### src/rtl/core/bmpd_pkg.sv
// Shared types, constants and helpers for the 1-bpp BMP stream decoder.
// No dependencies; every other file of the block imports this package.
`default_nettype none

package bmpd_pkg;

  localparam int MAX_DIM       = 4096;
  localparam int DIM_W         = $clog2(MAX_DIM + 2);
  localparam int MAX_ROW_BYTES = (MAX_DIM + 1 + 7) / 8;
  localparam int MAX_STRIDE    = ((MAX_ROW_BYTES + 3) / 4) * 4;
  localparam int STRIDE_W      = $clog2(MAX_STRIDE + 1);
  localparam int COL_W         = STRIDE_W + 3;
  localparam int COORD_W       = 13;
  localparam int DEST_W        = 12;
  localparam int POS_W         = 32;
  localparam int STATUS_W      = 3;
  localparam int CFG_IDX_W     = 1;
  localparam int JOBQ_DEPTH    = 2;

  localparam logic [15:0] SIG_BM = 16'h4D42;
  localparam logic [1:0]  PAL_RESET = 2'b10;

  // header byte positions
  localparam logic [POS_W-1:0] POS_SIG      = 32'd1;
  localparam logic [POS_W-1:0] POS_OFFSET   = 32'd13;
  localparam logic [POS_W-1:0] POS_WIDTH    = 32'd21;
  localparam logic [POS_W-1:0] POS_HEIGHT   = 32'd25;
  localparam logic [POS_W-1:0] POS_DEPTH    = 32'd29;
  localparam logic [POS_W-1:0] POS_COMPR    = 32'd33;
  localparam logic [POS_W-1:0] POS_PALCNT   = 32'd49;
  localparam logic [POS_W-1:0] POS_HDR_LAST = 32'd53;
  localparam logic [POS_W-1:0] HDR_LEN      = 32'd54;
  localparam logic [POS_W-1:0] PAL0_AT      = 32'h36;
  localparam logic [POS_W-1:0] PAL1_AT      = 32'h3A;

  localparam logic [CFG_IDX_W-1:0] CFG_DEST_X = 1'b0;
  localparam logic [CFG_IDX_W-1:0] CFG_DEST_Y = 1'b1;

  typedef enum logic [STATUS_W-1:0] {
    ST_OK        = 3'd0,
    ST_BAD_SIG   = 3'd1,
    ST_NOT_MONO  = 3'd2,
    ST_BAD_PAL   = 3'd3,
    ST_TOO_LARGE = 3'd4
  } status_t;

  // one queued job: a header status or one data byte worth of pixels
  typedef struct packed {
    logic               is_status;
    status_t            status;
    logic [COORD_W-1:0] y;
    logic [COORD_W-1:0] x_base;
    logic [7:0]         data;
    logic [1:0]         pal;
    logic [2:0]         last_k;
  } job_t;

  typedef struct packed {
    logic               kind;
    logic [COORD_W-1:0] x;
    logic [COORD_W-1:0] y;
    logic               on;
    status_t            status;
    logic               last;
  } result_t;

  typedef struct packed {
    logic full;
    logic empty;
  } q_stat_t;

  function automatic logic [DIM_W-1:0] clamp_dim(input logic [POS_W-1:0] v);
    logic [DIM_W-1:0] r;
    if (v > POS_W'(MAX_DIM)) begin
      r = DIM_W'(MAX_DIM + 1);
    end else begin
      r = v[DIM_W-1:0];
    end
    return r;
  endfunction

endpackage

`default_nettype wire

### src/rtl/core/bmpd_front.sv
// Front end: parses header bytes, tracks row/column position and turns each
// accepted byte into at most one job. Depends on bmpd_pkg.
`default_nettype none

module bmpd_front (
  input  wire                          clk,
  input  wire                          rst_n,
  input  wire                          acc,
  input  wire  [7:0]                   file_byte,
  input  wire                          sof,
  input  wire  [bmpd_pkg::DEST_W-1:0]  dest_x,
  input  wire  [bmpd_pkg::DEST_W-1:0]  dest_y,
  output logic                         job_push,
  output bmpd_pkg::job_t               job
);
  import bmpd_pkg::*;

  localparam int CW0 = (DIM_W > COL_W) ? DIM_W : COL_W;
  localparam int CW  = ((CW0 > COORD_W) ? CW0 : COORD_W) + 1;

  logic [POS_W-1:0]    pos_r, pos_b, pos_nxt;
  logic [31:0]         shift_r, shift_b, shift_nxt;
  logic                sig_ok_r, sig_ok_b, sig_ok_nxt;
  logic [POS_W-1:0]    dstart_r, dstart_b, dstart_nxt;
  logic [DIM_W-1:0]    width_r, width_b, width_nxt;
  logic [DIM_W-1:0]    height_r, height_b, height_nxt;
  logic                bpp_bad_r, bpp_bad_b, bpp_bad_nxt;
  logic                comp_bad_r, comp_bad_b, comp_bad_nxt;
  logic                pal_nz_r, pal_nz_b, pal_nz_nxt;
  logic                pal_bad_r, pal_bad_b, pal_bad_nxt;
  logic [1:0]          pal_r, pal_b, pal_nxt;
  logic [STRIDE_W-1:0] stride_r, stride_b, stride_nxt;
  logic [DIM_W-1:0]    row_r, row_b, row_nxt;
  logic [STRIDE_W-1:0] bir_r, bir_b, bir_nxt;
  logic                halted_r, halted_b, halted_nxt;

  logic                nz;
  status_t             st;
  logic [DIM_W:0]      row_bytes;
  logic [DIM_W:0]      stride_full;
  logic [COL_W-1:0]    col0;
  logic [CW-1:0]       rem;
  logic [CW-1:0]       x_sum;
  logic [CW-1:0]       y_sum;
  logic [STRIDE_W:0]   bir_inc;

  always_comb begin
    // a new file starts from cleared parse state
    pos_b      = sof ? '0 : pos_r;
    shift_b    = sof ? '0 : shift_r;
    sig_ok_b   = sof ? 1'b0 : sig_ok_r;
    dstart_b   = sof ? '0 : dstart_r;
    width_b    = sof ? '0 : width_r;
    height_b   = sof ? '0 : height_r;
    bpp_bad_b  = sof ? 1'b0 : bpp_bad_r;
    comp_bad_b = sof ? 1'b0 : comp_bad_r;
    pal_nz_b   = sof ? 1'b0 : pal_nz_r;
    pal_bad_b  = sof ? 1'b0 : pal_bad_r;
    pal_b      = sof ? PAL_RESET : pal_r;
    stride_b   = sof ? '0 : stride_r;
    row_b      = sof ? '0 : row_r;
    bir_b      = sof ? '0 : bir_r;
    halted_b   = sof ? 1'b0 : halted_r;

    pos_nxt      = (pos_b == '1) ? pos_b : pos_b + POS_W'(1);
    shift_nxt    = shift_b;
    sig_ok_nxt   = sig_ok_b;
    dstart_nxt   = dstart_b;
    width_nxt    = width_b;
    height_nxt   = height_b;
    bpp_bad_nxt  = bpp_bad_b;
    comp_bad_nxt = comp_bad_b;
    pal_nz_nxt   = pal_nz_b;
    pal_bad_nxt  = pal_bad_b;
    pal_nxt      = pal_b;
    stride_nxt   = stride_b;
    row_nxt      = row_b;
    bir_nxt      = bir_b;
    halted_nxt   = halted_b;

    nz          = file_byte != 8'd0;
    st          = ST_OK;
    row_bytes   = (DIM_W + 1)'({1'b0, width_b} + (DIM_W + 1)'(7)) >> 3;
    stride_full = (row_bytes + (DIM_W + 1)'(3)) & ~(DIM_W + 1)'(3);
    col0        = {bir_b, 3'b000};
    rem         = CW'(width_b) - CW'(col0);
    x_sum       = CW'(dest_x) + CW'(col0);
    y_sum       = CW'(dest_y) + CW'(height_b) - CW'(row_b) - CW'(1);
    bir_inc     = (STRIDE_W + 1)'(bir_b) + (STRIDE_W + 1)'(1);

    job_push   = 1'b0;
    job        = '0;
    job.x_base = x_sum[COORD_W-1:0];
    job.y      = y_sum[COORD_W-1:0];
    job.data   = file_byte;

    if (!halted_b) begin
      if (pos_b < HDR_LEN) begin
        shift_nxt = {file_byte, shift_b[31:8]};
        unique case (pos_b)
          POS_SIG:    sig_ok_nxt = shift_nxt[31:16] == SIG_BM;
          POS_OFFSET: dstart_nxt = shift_nxt;
          POS_WIDTH:  width_nxt = clamp_dim(shift_nxt);
          POS_HEIGHT: height_nxt = clamp_dim(shift_nxt);
          POS_DEPTH:  bpp_bad_nxt = shift_nxt[31:16] > 16'd1;
          POS_COMPR:  comp_bad_nxt = shift_nxt != 32'd0;
          POS_PALCNT: begin
            pal_nz_nxt  = shift_nxt != 32'd0;
            pal_bad_nxt = (shift_nxt != 32'd0) && (shift_nxt != 32'd2);
          end
          POS_HDR_LAST: begin
            // later failing check wins
            if (!sig_ok_b) st = ST_BAD_SIG;
            if (bpp_bad_b || comp_bad_b) st = ST_NOT_MONO;
            if (pal_bad_b) st = ST_BAD_PAL;
            if (width_b > DIM_W'(MAX_DIM) || height_b > DIM_W'(MAX_DIM)) st = ST_TOO_LARGE;
            halted_nxt   = st != ST_OK;
            pal_nxt      = PAL_RESET;
            stride_nxt   = stride_full[STRIDE_W-1:0];
            row_nxt      = '0;
            bir_nxt      = '0;
            job_push     = 1'b1;
            job.is_status = 1'b1;
            job.status   = st;
            job.last_k   = 3'd0;
          end
          default: ;
        endcase
      end else begin
        // palette words: low three bytes of each decide the entry
        if (pal_nz_b) begin
          if (pos_b == PAL0_AT) begin
            pal_nxt[0] = nz;
          end else if (pos_b == PAL0_AT + POS_W'(1) || pos_b == PAL0_AT + POS_W'(2)) begin
            pal_nxt[0] = pal_b[0] | nz;
          end else if (pos_b == PAL1_AT) begin
            pal_nxt[1] = nz;
          end else if (pos_b == PAL1_AT + POS_W'(1) || pos_b == PAL1_AT + POS_W'(2)) begin
            pal_nxt[1] = pal_b[1] | nz;
          end
        end
        if (pos_b >= dstart_b && stride_b != '0 && row_b < height_b) begin
          if (CW'(width_b) > CW'(col0)) begin
            job_push   = 1'b1;
            job.last_k = (rem >= CW'(8)) ? 3'd7 : rem[2:0] - 3'd1;
          end
          job.pal = pal_nxt;
          if (bir_inc >= (STRIDE_W + 1)'(stride_b)) begin
            bir_nxt = '0;
            row_nxt = row_b + DIM_W'(1);
          end else begin
            bir_nxt = bir_inc[STRIDE_W-1:0];
          end
        end
      end
    end
  end

  always_ff @(posedge clk) begin
    if (!rst_n) begin
      pos_r      <= '0;
      shift_r    <= '0;
      sig_ok_r   <= 1'b0;
      dstart_r   <= '0;
      width_r    <= '0;
      height_r   <= '0;
      bpp_bad_r  <= 1'b0;
      comp_bad_r <= 1'b0;
      pal_nz_r   <= 1'b0;
      pal_bad_r  <= 1'b0;
      pal_r      <= PAL_RESET;
      stride_r   <= '0;
      row_r      <= '0;
      bir_r      <= '0;
      halted_r   <= 1'b0;
    end else if (acc) begin
      pos_r      <= pos_nxt;
      shift_r    <= shift_nxt;
      sig_ok_r   <= sig_ok_nxt;
      dstart_r   <= dstart_nxt;
      width_r    <= width_nxt;
      height_r   <= height_nxt;
      bpp_bad_r  <= bpp_bad_nxt;
      comp_bad_r <= comp_bad_nxt;
      pal_nz_r   <= pal_nz_nxt;
      pal_bad_r  <= pal_bad_nxt;
      pal_r      <= pal_nxt;
      stride_r   <= stride_nxt;
      row_r      <= row_nxt;
      bir_r      <= bir_nxt;
      halted_r   <= halted_nxt;
    end
  end

endmodule

`default_nettype wire

### src/rtl/core/bmpd_job_q.sv
// Short job queue between the parsing front end and the pixel expander.
// Depends on bmpd_pkg for the job type and depth.
`default_nettype none

module bmpd_job_q (
  input  wire                 clk,
  input  wire                 rst_n,
  input  wire                 push,
  input  bmpd_pkg::job_t      push_job,
  input  wire                 pop,
  output bmpd_pkg::job_t      head,
  output bmpd_pkg::q_stat_t   stat
);
  import bmpd_pkg::*;

  localparam int PTR_W = (JOBQ_DEPTH > 1) ? $clog2(JOBQ_DEPTH) : 1;
  localparam int CNT_W = $clog2(JOBQ_DEPTH + 1);

  job_t             mem_r [JOBQ_DEPTH];
  logic [PTR_W-1:0] wr_ptr_r, wr_ptr_nxt;
  logic [PTR_W-1:0] rd_ptr_r, rd_ptr_nxt;
  logic [CNT_W-1:0] cnt_r, cnt_nxt;
  logic             do_push, do_pop;

  assign stat.full  = cnt_r == CNT_W'(JOBQ_DEPTH);
  assign stat.empty = cnt_r == '0;
  assign head       = mem_r[rd_ptr_r];
  assign do_push    = push && !stat.full;
  assign do_pop     = pop && !stat.empty;

  always_comb begin
    wr_ptr_nxt = wr_ptr_r;
    rd_ptr_nxt = rd_ptr_r;
    cnt_nxt    = cnt_r;
    if (do_push) begin
      wr_ptr_nxt = (wr_ptr_r == PTR_W'(JOBQ_DEPTH - 1)) ? '0 : wr_ptr_r + PTR_W'(1);
    end
    if (do_pop) begin
      rd_ptr_nxt = (rd_ptr_r == PTR_W'(JOBQ_DEPTH - 1)) ? '0 : rd_ptr_r + PTR_W'(1);
    end
    if (do_push && !do_pop) begin
      cnt_nxt = cnt_r + CNT_W'(1);
    end else if (do_pop && !do_push) begin
      cnt_nxt = cnt_r - CNT_W'(1);
    end
  end

  always_ff @(posedge clk) begin
    if (!rst_n) begin
      wr_ptr_r <= '0;
      rd_ptr_r <= '0;
      cnt_r    <= '0;
    end else begin
      wr_ptr_r <= wr_ptr_nxt;
      rd_ptr_r <= rd_ptr_nxt;
      cnt_r    <= cnt_nxt;
    end
  end

  always_ff @(posedge clk) begin
    if (do_push) begin
      mem_r[wr_ptr_r] <= push_job;
    end
  end

endmodule

`default_nettype wire

### src/rtl/core/bmpd_back.sv
// Back end: expands one job into its results in an output register, one per
// cycle while that register is empty or popped. Depends on bmpd_pkg.
`default_nettype none

module bmpd_back (
  input  wire                clk,
  input  wire                rst_n,
  input  bmpd_pkg::job_t     head,
  input  bmpd_pkg::q_stat_t  q_stat,
  output logic               q_pop,
  input  wire                out_pop,
  output logic               out_valid,
  output bmpd_pkg::result_t  res
);
  import bmpd_pkg::*;

  job_t    cur_r;
  logic    cur_v_r, cur_v_nxt;
  logic [2:0] k_r, k_nxt;
  logic    ov_r, ov_nxt;
  result_t res_r, res_nxt;
  logic    adv, finish;

  assign adv    = cur_v_r && (!ov_r || out_pop);
  assign finish = adv && (k_r == cur_r.last_k);
  assign q_pop  = !q_stat.empty && (!cur_v_r || finish);

  always_comb begin
    res_nxt        = '0;
    res_nxt.kind   = cur_r.is_status;
    res_nxt.status = cur_r.is_status ? cur_r.status : ST_OK;
    res_nxt.last   = k_r == cur_r.last_k;
    if (!cur_r.is_status) begin
      res_nxt.x  = cur_r.x_base + COORD_W'(k_r);
      res_nxt.y  = cur_r.y;
      // MSB first: bit 7-k, and ~k is 7-k on three bits
      res_nxt.on = cur_r.pal[cur_r.data[~k_r]];
    end
  end

  always_comb begin
    cur_v_nxt = cur_v_r;
    k_nxt     = k_r;
    ov_nxt    = ov_r;
    if (out_pop) ov_nxt = 1'b0;
    if (adv) begin
      ov_nxt = 1'b1;
      k_nxt  = k_r + 3'd1;
    end
    if (finish) cur_v_nxt = 1'b0;
    if (q_pop) begin
      cur_v_nxt = 1'b1;
      k_nxt     = 3'd0;
    end
  end

  always_ff @(posedge clk) begin
    if (!rst_n) begin
      cur_v_r <= 1'b0;
      k_r     <= 3'd0;
      ov_r    <= 1'b0;
    end else begin
      cur_v_r <= cur_v_nxt;
      k_r     <= k_nxt;
      ov_r    <= ov_nxt;
    end
  end

  always_ff @(posedge clk) begin
    if (q_pop) cur_r <= head;
    if (adv) res_r <= res_nxt;
  end

  assign out_valid = ov_r;
  assign res       = res_r;

endmodule

`default_nettype wire

### src/rtl/core/mono_bmp_stream_decoder.sv
// Top level of the 1-bpp BMP stream decoder: configuration registers, front
// parser, job queue and pixel expander. Depends on bmpd_pkg and bmpd_* modules.
`default_nettype none

// Takes a 1-bit-per-pixel BMP file one byte per push. Header bytes 0..53 give
// no results except one status item on byte 53 (0 ok, else the later failing
// check); a nonzero status halts the decoder until a byte with
// in_start_of_file set. Each pixel data byte yields up to 8 pixel items,
// MSB first, in file order (bottom row first, y already flipped, padding
// dropped), with dest_x/dest_y added. out_last_of_run marks the final item of
// one byte and is set on every status item. Input bytes are taken one per
// cycle while the two-entry job queue has room; the expander emits one item
// per cycle whenever its output register is empty or popped in that cycle.
// Write dest_x (index 0) and dest_y (index 1) only while the block is idle.
module mono_bmp_stream_decoder (
  input  wire                              clk,
  input  wire                              rst_n,
  input  wire                              in_push,
  output logic                             in_full,
  input  wire  [7:0]                       in_file_byte,
  input  wire                              in_start_of_file,
  output logic                             out_empty,
  input  wire                              out_pop,
  output logic                             out_result_kind,
  output logic [bmpd_pkg::COORD_W-1:0]     out_pixel_x,
  output logic [bmpd_pkg::COORD_W-1:0]     out_pixel_y,
  output logic                             out_pixel_on,
  output logic [bmpd_pkg::STATUS_W-1:0]    out_status,
  output logic                             out_last_of_run,
  input  wire                              cfg_valid,
  output logic                             cfg_ready,
  input  wire  [bmpd_pkg::CFG_IDX_W-1:0]   cfg_index,
  input  wire  [bmpd_pkg::DEST_W-1:0]      cfg_data
);
  import bmpd_pkg::*;

  logic [DEST_W-1:0] dest_x_r, dest_y_r;
  logic              acc;
  logic              job_push;
  job_t              job, head;
  q_stat_t           q_stat;
  logic              q_pop;
  logic              out_valid;
  result_t           res;

  assign cfg_ready = 1'b1;

  always_ff @(posedge clk) begin
    if (!rst_n) begin
      dest_x_r <= '0;
      dest_y_r <= '0;
    end else if (cfg_valid && cfg_ready) begin
      unique case (cfg_index)
        CFG_DEST_X: dest_x_r <= cfg_data;
        CFG_DEST_Y: dest_y_r <= cfg_data;
        default: ;
      endcase
    end
  end

  assign in_full = q_stat.full;
  assign acc     = in_push && !in_full;

  bmpd_front u_front (
    .clk      (clk),
    .rst_n    (rst_n),
    .acc      (acc),
    .file_byte(in_file_byte),
    .sof      (in_start_of_file),
    .dest_x   (dest_x_r),
    .dest_y   (dest_y_r),
    .job_push (job_push),
    .job      (job)
  );

  bmpd_job_q u_q (
    .clk     (clk),
    .rst_n   (rst_n),
    .push    (acc && job_push),
    .push_job(job),
    .pop     (q_pop),
    .head    (head),
    .stat    (q_stat)
  );

  bmpd_back u_back (
    .clk      (clk),
    .rst_n    (rst_n),
    .head     (head),
    .q_stat   (q_stat),
    .q_pop    (q_pop),
    .out_pop  (out_pop),
    .out_valid(out_valid),
    .res      (res)
  );

  assign out_empty       = !out_valid;
  assign out_result_kind = res.kind;
  assign out_pixel_x     = res.x;
  assign out_pixel_y     = res.y;
  assign out_pixel_on    = res.on;
  assign out_status      = res.status;
  assign out_last_of_run = res.last;

  a_no_q_overflow: assert property (@(posedge clk) disable iff (!rst_n)
    (acc && job_push) |-> !q_stat.full)
    else $error("job queue written while full");

  a_status_clean: assert property (@(posedge clk) disable iff (!rst_n)
    (!out_empty && out_result_kind) |->
      (out_pixel_x == '0 && out_pixel_y == '0 && !out_pixel_on && out_last_of_run))
    else $error("status item carries pixel fields");

  a_pixel_ok: assert property (@(posedge clk) disable iff (!rst_n)
    (!out_empty && !out_result_kind) |-> (out_status == ST_OK))
    else $error("pixel item with nonzero status");

  a_pop_drains: assert property (@(posedge clk) disable iff (!rst_n)
    (q_pop) |-> !q_stat.empty)
    else $error("expander took a job from an empty queue");

endmodule

`default_nettype wire
### config.mk
export PLATFORM = sky130hd
export DESIGN_NAME = mono_bmp_stream_decoder
export DESIGN_NICKNAME = d
export VERILOG_FILES = /design/src/rtl/core/bmpd_pkg.sv /design/src/rtl/core/bmpd_front.sv /design/src/rtl/core/bmpd_job_q.sv /design/src/rtl/core/bmpd_back.sv /design/src/rtl/core/mono_bmp_stream_decoder.sv
export SDC_FILE = /design/constraint.sdc
export NUM_CORES = 1
export LEC_CHECK = 0
export ABC_CLOCK_PERIOD_IN_PS = 18250
export BUFFER_PORTS_ARGS = -buffer_cell sky130_fd_sc_hd__buf_2
export CAP_MARGIN = 20
export CORE_ASPECT_RATIO = 0.9
export CORE_MARGIN = 1.5
export CORE_UTILIZATION = 50
export CTS_CLUSTER_DIAMETER = 120
export CTS_CLUSTER_SIZE = 10
export DETAILED_ROUTE_END_ITERATION = 10
export PLACE_DENSITY = 0.77
export SLEW_MARGIN = 20
export SYNTH_ARGS = -nofsm -noshare
export SYNTH_HDL_FRONTEND = slang
export SYNTH_SLANG_ARGS = --single-unit
### constraint.sdc
create_clock -name clk -period 18.25 [get_ports clk]
set_input_delay 1.825 -clock clk [delete_from_list [all_inputs] [get_ports clk]]
set_output_delay 1.825 -clock clk [all_outputs]
set_load 0.05 [all_outputs]
==> results of run 1 <==
## per-layer routing
metal	share of wire, %	wire, um
met1	44	19900
met2	46	20800
met3	8.4	3810
met4	2.2	978
met5	0	0
## area by class of cell
class	count	area (um2)
repair buffers	74	405
flip-flops and latches	349	8600
fillers	3058	16100
clock inverters	2	25.0
well taps	476	596
inverters	86	323
multi-input cells	1379	9060
clock buffers	62	1080
## flip-flops by register name (all words and copies together) (netlist names), 24 cells and up
name	cells
u_back.res	32
u_back.cur_r	43
u_front.dstart_r	32
u_front.shift_r	24
u_front.pos_r	32
u_q.mem_r	86
## power by group through the flow
stage	sequential, mW	combinational, mW	clock (mW)
after floorplan	0.840	0.0537	0
after global placement	0.843	0.0723	0
after detailed placement	0.843	0.0752	0
after CTS	0.826	0.0759	0.716
after global routing	0.826	0.0845	0.744
final	0.827	0.0775	0.705
## worst max-delay path, stage by stage
cell and delay, ns:
buf_2 0.35, inv_2 0.66, buf_4 0.56, nand2_1 0.14
ha_1 0.32, nand4_1 0.18, nor4_1 0.39, and2_1 0.21
o2111ai_1 0.14, a21oi_2 0.14, buf_4 0.32, a32o_1 0.35
and2_2 0.87
## stage by stage
stage | cell area [um2] | total power, mW | hold WS (ns) | std cells
after detailed placement | 19000 | 0.918 | 0.444 | 2364
after global routing | 20100 | 1.65 | 0.475 | 2428
after floorplan | 18300 | 0.894 | 0.417 | 1906
after global placement | 19000 | 0.915 | 0.442 | 2364
final | 20100 | 1.61 | 0.449 | 2428
after CTS | 20100 | 1.62 | 0.451 | 2428
## placed cells by master (no fill, tap or decap), types with 43 or more instances in the layout
| master | synthesis | layout |
|---|---|---|
| buf_2 | 8 | 60 |
| inv_1 | 85 | 83 |
| dfxtp_1 | 188 | 187 |
| o21ai_0 | 77 | 77 |
| nor2b_1 | 79 | 78 |
| nand3_1 | 47 | 47 |
| ha_1 | 96 | 96 |
| edfxtp_1 | 161 | 161 |
| nor2_1 | 134 | 134 |
| mux2_2 | 43 | 43 |
| xor2_1 | 43 | 43 |
| a21oi_1 | 106 | 104 |
| nand2_1 | 290 | 289 |
## cells by family (layout without fill, tap and decap cells)
group / count (synthesis) / in the layout / synth area share [%]
xor+xnor: 83 / 83 / 3.96
simple gates: 777 / 777 / 20.9
fa+ha+maj: 112 / 112 / 8.29
compound gates: 355 / 355 / 12.9
flops: 349 / 349 / 46.9
buf+inv: 178 / 224 / 3.85
mux: 51 / 51 / 3.21
other cells: 1 / 1 / 0.0204
## worst max-delay path by stage
stage | start | end | slack, ns | depth (start not counted)
global route | in_start_of_file | u_q.mem_r[1][19] | 11.43 | 13
floorplan | in_start_of_file | u_q.mem_r[0][0] | 10.81 | 17
global placement | in_start_of_file | u_q.mem_r[1][22] | 11.52 | 14
detailed placement | in_start_of_file | u_q.mem_r[1][20] | 11.39 | 13
CTS | in_start_of_file | u_q.mem_r[1][19] | 11.91 | 13
finish | in_start_of_file | u_q.mem_r[1][19] | 11.85 | 13
==> out/qor.yml, run 1 <==
p_int_mw: 1.25
grt_use_met2_pct: 38.6
final-hold-violation-count: 0
ys_warn_count: 0
synth_top_area_share_pct: 26.4
io_buffer_count: 60
avgSynthCellArea_um2: 9.63
synth_commonest_cells: "nand2_1 (290), dfxtp_1 (188), edfxtp_1 (161), nor2_1 (134), a21oi_1 (106)"
yosysMostFrequentCell: "nand2_1"
worst_slew_pin_slew_ns: 1.05
die_height_um: 185
rows: 66
fin_skew_ns: 0.0246
tritoncts: "yes"
core_area_um2: 36200
hold_path.class: "reg2reg"
use_met3_pct: 4.49
min_to: "u_front.row_r[12]"
synthArstFlopShare_pct: 0
postLayoutCoreUtil_pct: 55.6
dieArea_um2: 37900
drive_above_1_share_pct: 9.73
r2r-end: "u_front.row_r[6]"
syn_nets: 2045
timing.rr.start: "u_front.bir_r[0]"
viasPerCell: 5.93
tns_ns: 0
seq_power_share_pct: 51.4
setup_viol: 0
grt_max_degree: 69
final_nets: 2069
synth.distinct_cells: 86
gp_congestion: 0.925
rrSetupSlack_ns: 13.56
worstSkewPairLatency_ns: 0.53
cp_max_fo: 46
pwr_density_cell_nw_per_um2: 80.1
grtUsageMet1_pct: 32.8
drv_cap: 0
busiest_layer: "met2"
initial_utilization_pct: 50.7
reg2reg_depth: 14
ant_nets: 0
setup_slack_ns: 11.85
dp_hpwl_mm: 32.5
h-tree-depth: 2
p_comb_share_pct: 4.8
preCtsSetupSlack_ns: 11.39
diodes: 0
post_cts_resized: 0
sw_frac_of_total_pct: 22.4
track_usage_pct: 23.8
synth_largest_area_cell: "edfxtp_1"
ctsHoldBuffers: 0
pwr-share-clk_pct: 43.8
ys_seq_area_share_pct: 46.9
synth_edf_count: 161
cp.arrival_ns: 6.53
die_w_um: 205
drt_iter0_markers: 1471
wire_per_inst_um: 18.7
power.leakage_nw: 7.57
cts_buffers: 40
grt_pass1_vias: 13600
area_delta_synth_final_pct: 9.51
postSynthCellCount: 1906
switching_power_mw: 0.360
grt-ovfl-total: 0
firstDrtPassIters: 6
vias: 14400
path_class: "in2reg"
worstPathRequired_ns: 18.38
start_kind: "primary input"
status: "finished, final reports clean"
ys_ff_latch: 349
end_kind: "flop"
antenna_found_initial: 0
drc: 0
ioPinCount: 62
fin_crit_ns: 6.40
clockBufferDepth: 3
routed_wl_mm: 45.4
worstHoldStart: "u_front.row_r[12]"
max_freq_mhz: 156
fin_crit_sh_pct: 35.0
worstHoldPathCells: 1
grt_first_pass_wirelength_mm: 72.1
maxSlewViolCount: 0
ys.flop_type: "dfxtp_1"
syn_area_um2: 18300
post_cts.repair.setup_buffers: 0
cts_root_buf: "clkbuf_16"
max-slew-margin-rel_pct: 30.1
rsz0062_at_grt: "false"
peakVddDrop_mv: 0.0584
cts.clk_slew.worst_paths_ns: 0.05
ys_top_cells_by_area: "edfxtp_1 (26%), dfxtp_1 (21%), ha_1 (6.5%)"
cts_sinks: 349
Power figures use the tool's default switching activity.
==> run 2: changes to the inputs <==
--- a/config.mk
+++ b/config.mk
@@ -5,7 +5,8 @@
 export SDC_FILE = /design/constraint.sdc
 export NUM_CORES = 1
 export LEC_CHECK = 0
-export ABC_CLOCK_PERIOD_IN_PS = 18250
+export ABC_AREA = 1
+export ABC_CLOCK_PERIOD_IN_PS = 6200
 export BUFFER_PORTS_ARGS = -buffer_cell sky130_fd_sc_hd__buf_2
 export CAP_MARGIN = 20
 export CORE_ASPECT_RATIO = 0.9
==> constraint.sdc (replaced) <==
create_clock -name clk -period 6.2 [get_ports clk]
set_input_delay 0.62 -clock clk [delete_from_list [all_inputs] [get_ports clk]]
set_output_delay 0.62 -clock clk [all_outputs]
set_load 0.05 [all_outputs]
==> out/qor.yml, run 2 <==
status: "finished, final reports clean"
gp_congestion: 0.951
largest_register_ffs: 86
worstPathRequired_ns: 6.41
switching_power_mw: 2.72
peakVddDrop_mv: 0.325
fin_skew_ns: 0.0388
dpl_cell_area_um2: 21200
firstDrtPassIters: 6
avgSynthCellArea_um2: 7.72
worst_slew_pin_slew_ns: 1.04
dieArea_um2: 42400
cp_max_fo: 55
p_int_mw: 4.74
preCtsSetupSlack_ns: 1.01
design_area_um2: 22300
instances_no_fill: 3226
grt_pass1_vias: 17500
core_area_um2: 40600
maxSlewViolCount: 0
drc: 0
h-tree-depth: 2
ys_warn_count: 0
start_kind: "primary input"
rows: 70
setup_slack_ns: 1.47
post_cts_resized: 0
top_register: "u_q.mem_r"
track_usage_pct: 27.3
grt-ovfl-total: 0
tritoncts: "yes"
p_comb_share_pct: 29.1
yosysMostFrequentCell: "nand2_1"
pwr-share-clk_pct: 29.3
wire_per_inst_um: 18.1
cts.clk_slew.worst_paths_ns: 0.06
ys_top_cells_by_area: "edfxtp_1 (24%), dfxtp_1 (18%), nand2_1 (10%)"
syn_nets: 2802
fin_crit_ns: 4.73
cp.arrival_ns: 4.95
ctsHoldBuffers: 0
end_kind: "flop"
power.leakage_nw: 9.32
postSynthCellCount: 2663
whs_ns: 0.291
ys_ff_latch: 349
diodes: 0
routed_wl_mm: 58.3
ant_nets: 0
p_total_mw: 7.46
worstSkewPairLatency_ns: 0.58
drv_cap: 0
final_nets: 2803
fin_crit_sh_pct: 76.3
sw_frac_of_total_pct: 36.5
synth_top_area_share_pct: 23.5
syn_area_um2: 20600
rsz0062_at_grt: "false"
synth.distinct_cells: 61
synthArstFlopShare_pct: 0
max_freq_mhz: 211
final_cell_mix: "nand2_1 (574), inv_1 (319), nor2_1 (245), a21oi_1 (235), o21ai_0 (189)"
initial_utilization_pct: 50.6
pwr_density_cell_nw_per_um2: 334
drt_iter0_markers: 2076
antenna_found_initial: 1
ys.flop_type: "dfxtp_1"
reg_top3: "u_q.mem_r (86), u_back.cur_r (43)"
cts_root_buf: "clkbuf_16"
drive_above_1_share_pct: 7.74
cts_buffers: 40
postLayoutCoreUtil_pct: 54.9
final-hold-violation-count: 0
die_height_um: 195
synth_commonest_cells: "nand2_1 (574), inv_1 (320), nor2_1 (248), a21oi_1 (235), o21ai_0 (189)"
hold_path.class: "in2reg"
area_delta_synth_final_pct: 8.57
rrSetupSlack_ns: 1.96
synth_edf_count: 161
io_buffer_count: 60
cts_sinks: 349
grt_first_pass_wirelength_mm: 92.3
viasPerCell: 5.76
die_w_um: 217
grt_max_degree: 82
seq_power_share_pct: 41.6
clockBufferDepth: 3
max-slew-margin-rel_pct: 30.5
path_class: "in2reg"
ioPinCount: 62
placed_cells: 3162
dp_hpwl_mm: 41.1
post_cts.repair.setup_buffers: 0
synth_largest_area_cell: "edfxtp_1"
tns_ns: 0
ys_seq_area_share_pct: 41.8
vias: 18600
final_common_cell: "nand2_1"
setup_viol: 0
run 2: cell families after synthesis:
family | share of synthesized area [%]
flip-flops | 41.8
other | 0.0182
adder cells (fa/ha/maj) | 7.40
AND/OR/NAND/NOR | 22.9
XOR/XNOR | 2.85
multiplexers | 0.0548
AO/OA/AOI/OAI | 16.1
buffers and inverters | 8.91
run 2: power groups by stage:
stage	Sequential (mW)	Clock, mW	Combinational, mW
CTS	3.10	2.21	2.14
detailed placement	3.14	0	2.13
global placement	3.13	0	2.06
finish	3.10	2.19	2.17
global route	3.14	2.30	2.39
floorplan	3.33	0	1.39
run 2: final timing paths:
| kind | end | cells after the start | startpoint |
|---|---|---|---|
| setup / recovery | u_q.mem_r[0][17] | 19 | in_start_of_file |
| hold / removal | dest_x_r[9] | 3 | cfg_data[9] |
| setup reg to reg | u_q.mem_r[0][17] | 20 | u_front.pos_r[0] |
| hold reg to reg | u_front.stride_r[1] | 2 | u_front.stride_r[1] |
run 2: metal layers:
metal | share of wire (%) | up-vias | GRT usage, %
met2 | 45 | 876 | 42.8
li1 | - | 8955 | -
met4 | 3.0 | 2 | 10.3
met1 | 43 | 8654 | 37.4
met5 | 0.015 | - | 0
met3 | 9.3 | 105 | 5.20
run 2: area by class of cell:
class                           instances  area (um2)
Fill cell                            3697       18300
Multi-Input combinational cell       1857       10200
Sequential cell                       349        8600
Inverter                              337        1270
Clock buffer                           62        1100
Tap cell                              540         676
Timing Repair Buffer                   79         468
Clock inverter                          2        40.0
run 2: critical path: stages:
cell and delay, ns:
buf_2 0.11, buf_4 0.68, nor2_2 0.18, ha_1 0.39, nand2_1 0.09, nor2_1 0.15
nand3_1 0.09, nor2_1 0.09, nand2_1 0.06, nand2_1 0.05, nor2_1 0.04, nand2_1 0.12
nand2_1 0.06, nand2_1 0.34, nand3_4 0.27, o21ai_0 0.43, o211ai_1 0.26, nor2_4 0.44
buf_4 0.43
==> run 3: changes to the inputs <==
--- a/config.mk
+++ b/config.mk
@@ -6,7 +6,7 @@
 export NUM_CORES = 1
 export LEC_CHECK = 0
 export ABC_AREA = 1
-export ABC_CLOCK_PERIOD_IN_PS = 6200
+export ABC_CLOCK_PERIOD_IN_PS = 4800
 export BUFFER_PORTS_ARGS = -buffer_cell sky130_fd_sc_hd__buf_2
 export CAP_MARGIN = 20
 export CORE_ASPECT_RATIO = 0.9
==> constraint.sdc (replaced) <==
create_clock -name clk -period 4.8 [get_ports clk]
set_input_delay 0.48 -clock clk [delete_from_list [all_inputs] [get_ports clk]]
set_output_delay 0.48 -clock clk [all_outputs]
set_load 0.05 [all_outputs]
==> out/qor.yml, run 3 (synthesized netlist as in run 2, its figures left out) <==
dp_hpwl_mm: 40.9
drt_iter0_markers: 2068
final_cell_mix: "nand2_1 (574), inv_1 (319), nor2_1 (245), a21oi_1 (235), o21ai_0 (189)"
drive_above_1_share_pct: 8.03
final_common_cell: "nand2_1"
end_kind: "flop"
cts_sinks: 349
top_register: "u_q.mem_r"
postLayoutCoreUtil_pct: 55.1
cp.arrival_ns: 4.33
final-hold-violation-count: 0
cts_root_buf: "clkbuf_16"
initial_utilization_pct: 50.6
cts.clk_slew.worst_paths_ns: 0.06
power.leakage_nw: 9.40
grt_pass1_vias: 17300
core_area_um2: 40600
wire_per_inst_um: 18.1
die_height_um: 195
reg2reg_depth: 24
tns_ns: 0
reg_top3: "u_q.mem_r (86), u_back.cur_r (43)"
firstDrtPassIters: 8
ctsHoldBuffers: 0
fin_crit_ns: 3.89
area_delta_synth_final_pct: 8.86
use_met3_pct: 4.56
antenna_found_initial: 0
grtUsageMet1_pct: 37.2
drv_cap: 0
pwr_density_cell_nw_per_um2: 433
vias: 18600
largest_register_ffs: 86
path_class: "in2reg"
peakVddDrop_mv: 0.406
post_cts_resized: 0
drc: 0
ant_nets: 0
gp_congestion: 0.952
viasPerCell: 5.76
routed_wl_mm: 58.3
setup_viol: 0
preCtsSetupSlack_ns: 0.442
clockBufferDepth: 3
worstSkewPairLatency_ns: 0.57
grt_max_degree: 85
grt_first_pass_wirelength_mm: 91.7
io_buffer_count: 60
fin_skew_ns: 0.0213
rsz0062_at_grt: "false"
busiest_layer: "met2"
ioPinCount: 62
setup_slack_ns: 0.905
max-slew-margin-rel_pct: 43.7
rows: 70
h-tree-depth: 2
maxSlewViolCount: 0
worst_slew_pin_slew_ns: 0.842
start_kind: "primary input"
worstPathRequired_ns: 5.24
status: "finished, final reports clean"
cts_buffers: 40
dieArea_um2: 42400
grt-ovfl-total: 0
max_freq_mhz: 257
die_w_um: 217
final_nets: 2811
p_total_mw: 9.70
whs_ns: 0.168
diodes: 0
grt_use_met2_pct: 42.8
fin_crit_sh_pct: 81.1
worstHoldPathCells: 3
track_usage_pct: 27.2
hold_path.class: "in2reg"
tritoncts: "yes"
post_cts.repair.setup_buffers: 0
cp_max_fo: 51
==> run 3: cell types whose count changed in the layout (fill, tap and decap cells not counted) <==
cell,previous run,this run
buf_4,17,24
clkbuf_1,21,18
buf_12,2,3
inv_2,14,15
inv_4,1,0
==> run 3: cell type report <==
class,count,area [um2]
Inverter,337,1270
Clock buffer,59,1090
Tap cell,540,676
Fill cell,3684,18300
Sequential cell,349,8600
Clock inverter,2,40.0
Multi-Input combinational cell,1857,10200
Timing Repair Buffer,87,541
==> run 3: worst paths after layout <==
check	from	endpoint	slack, ns
min	cfg_data[8]	dest_x_r[8]	0.17
max reg2reg	u_front.bir_r[1]	u_front.row_r[2]	1.04
max	in_start_of_file	u_q.cnt_r[1]	0.91
min reg2reg	u_front.stride_r[1]	u_front.stride_r[1]	0.44
==> run 3: where the power goes <==
group	total, mW	internal (mW)	leakage, nW	switching [mW]
logic	2.87	0.797	5.82	2.07
registers	4.03	3.77	3.03	0.260
clock network	2.80	1.57	0.546	1.23
total	9.70	6.15	9.40	3.56
==> run 3: routing by layer <==
layer  part of all wire [%]  vias to the layer above
met2                     45                      858
met5                      0                        -
li1                       -                     8962
met3                    8.1                      147
met1                     43                     8650
met4                    3.8                        0
==> run 3: worst max-delay path, stage by stage <==
cell and delay (ns):
buf_2 0.29, clkinv_2 0.15, buf_4 0.31, nand2_1 0.16, inv_1 0.10, ha_1 0.31, nand2_1 0.06, nor2_1 0.15
nand2_1 0.10, nor2_1 0.10, nand2_1 0.05, nand2_1 0.05, nor2_1 0.04, nand2_1 0.12, nand2_1 0.06, nand2_1 0.28
nand3_4 0.10, o21ai_0 0.24, o211ai_1 0.23, inv_1 0.11, ha_1 0.25, a21oi_1 0.14, o21ai_0 0.14, o21ai_0 0.16
a21oi_1 0.06
==> run 3: per-stage QoR <==
| step | area (um2) | std cells |
|---|---|---|
| 2_1_floorplan | 20600 | 2663 |
| 3_3_place_gp | 21200 | 3170 |
| 3_5_place_dp | 21300 | 3170 |
| 4_1_cts | 22400 | 3231 |
| 5_1_grt | 22400 | 3231 |
| 6_report | 22400 | 3231 |
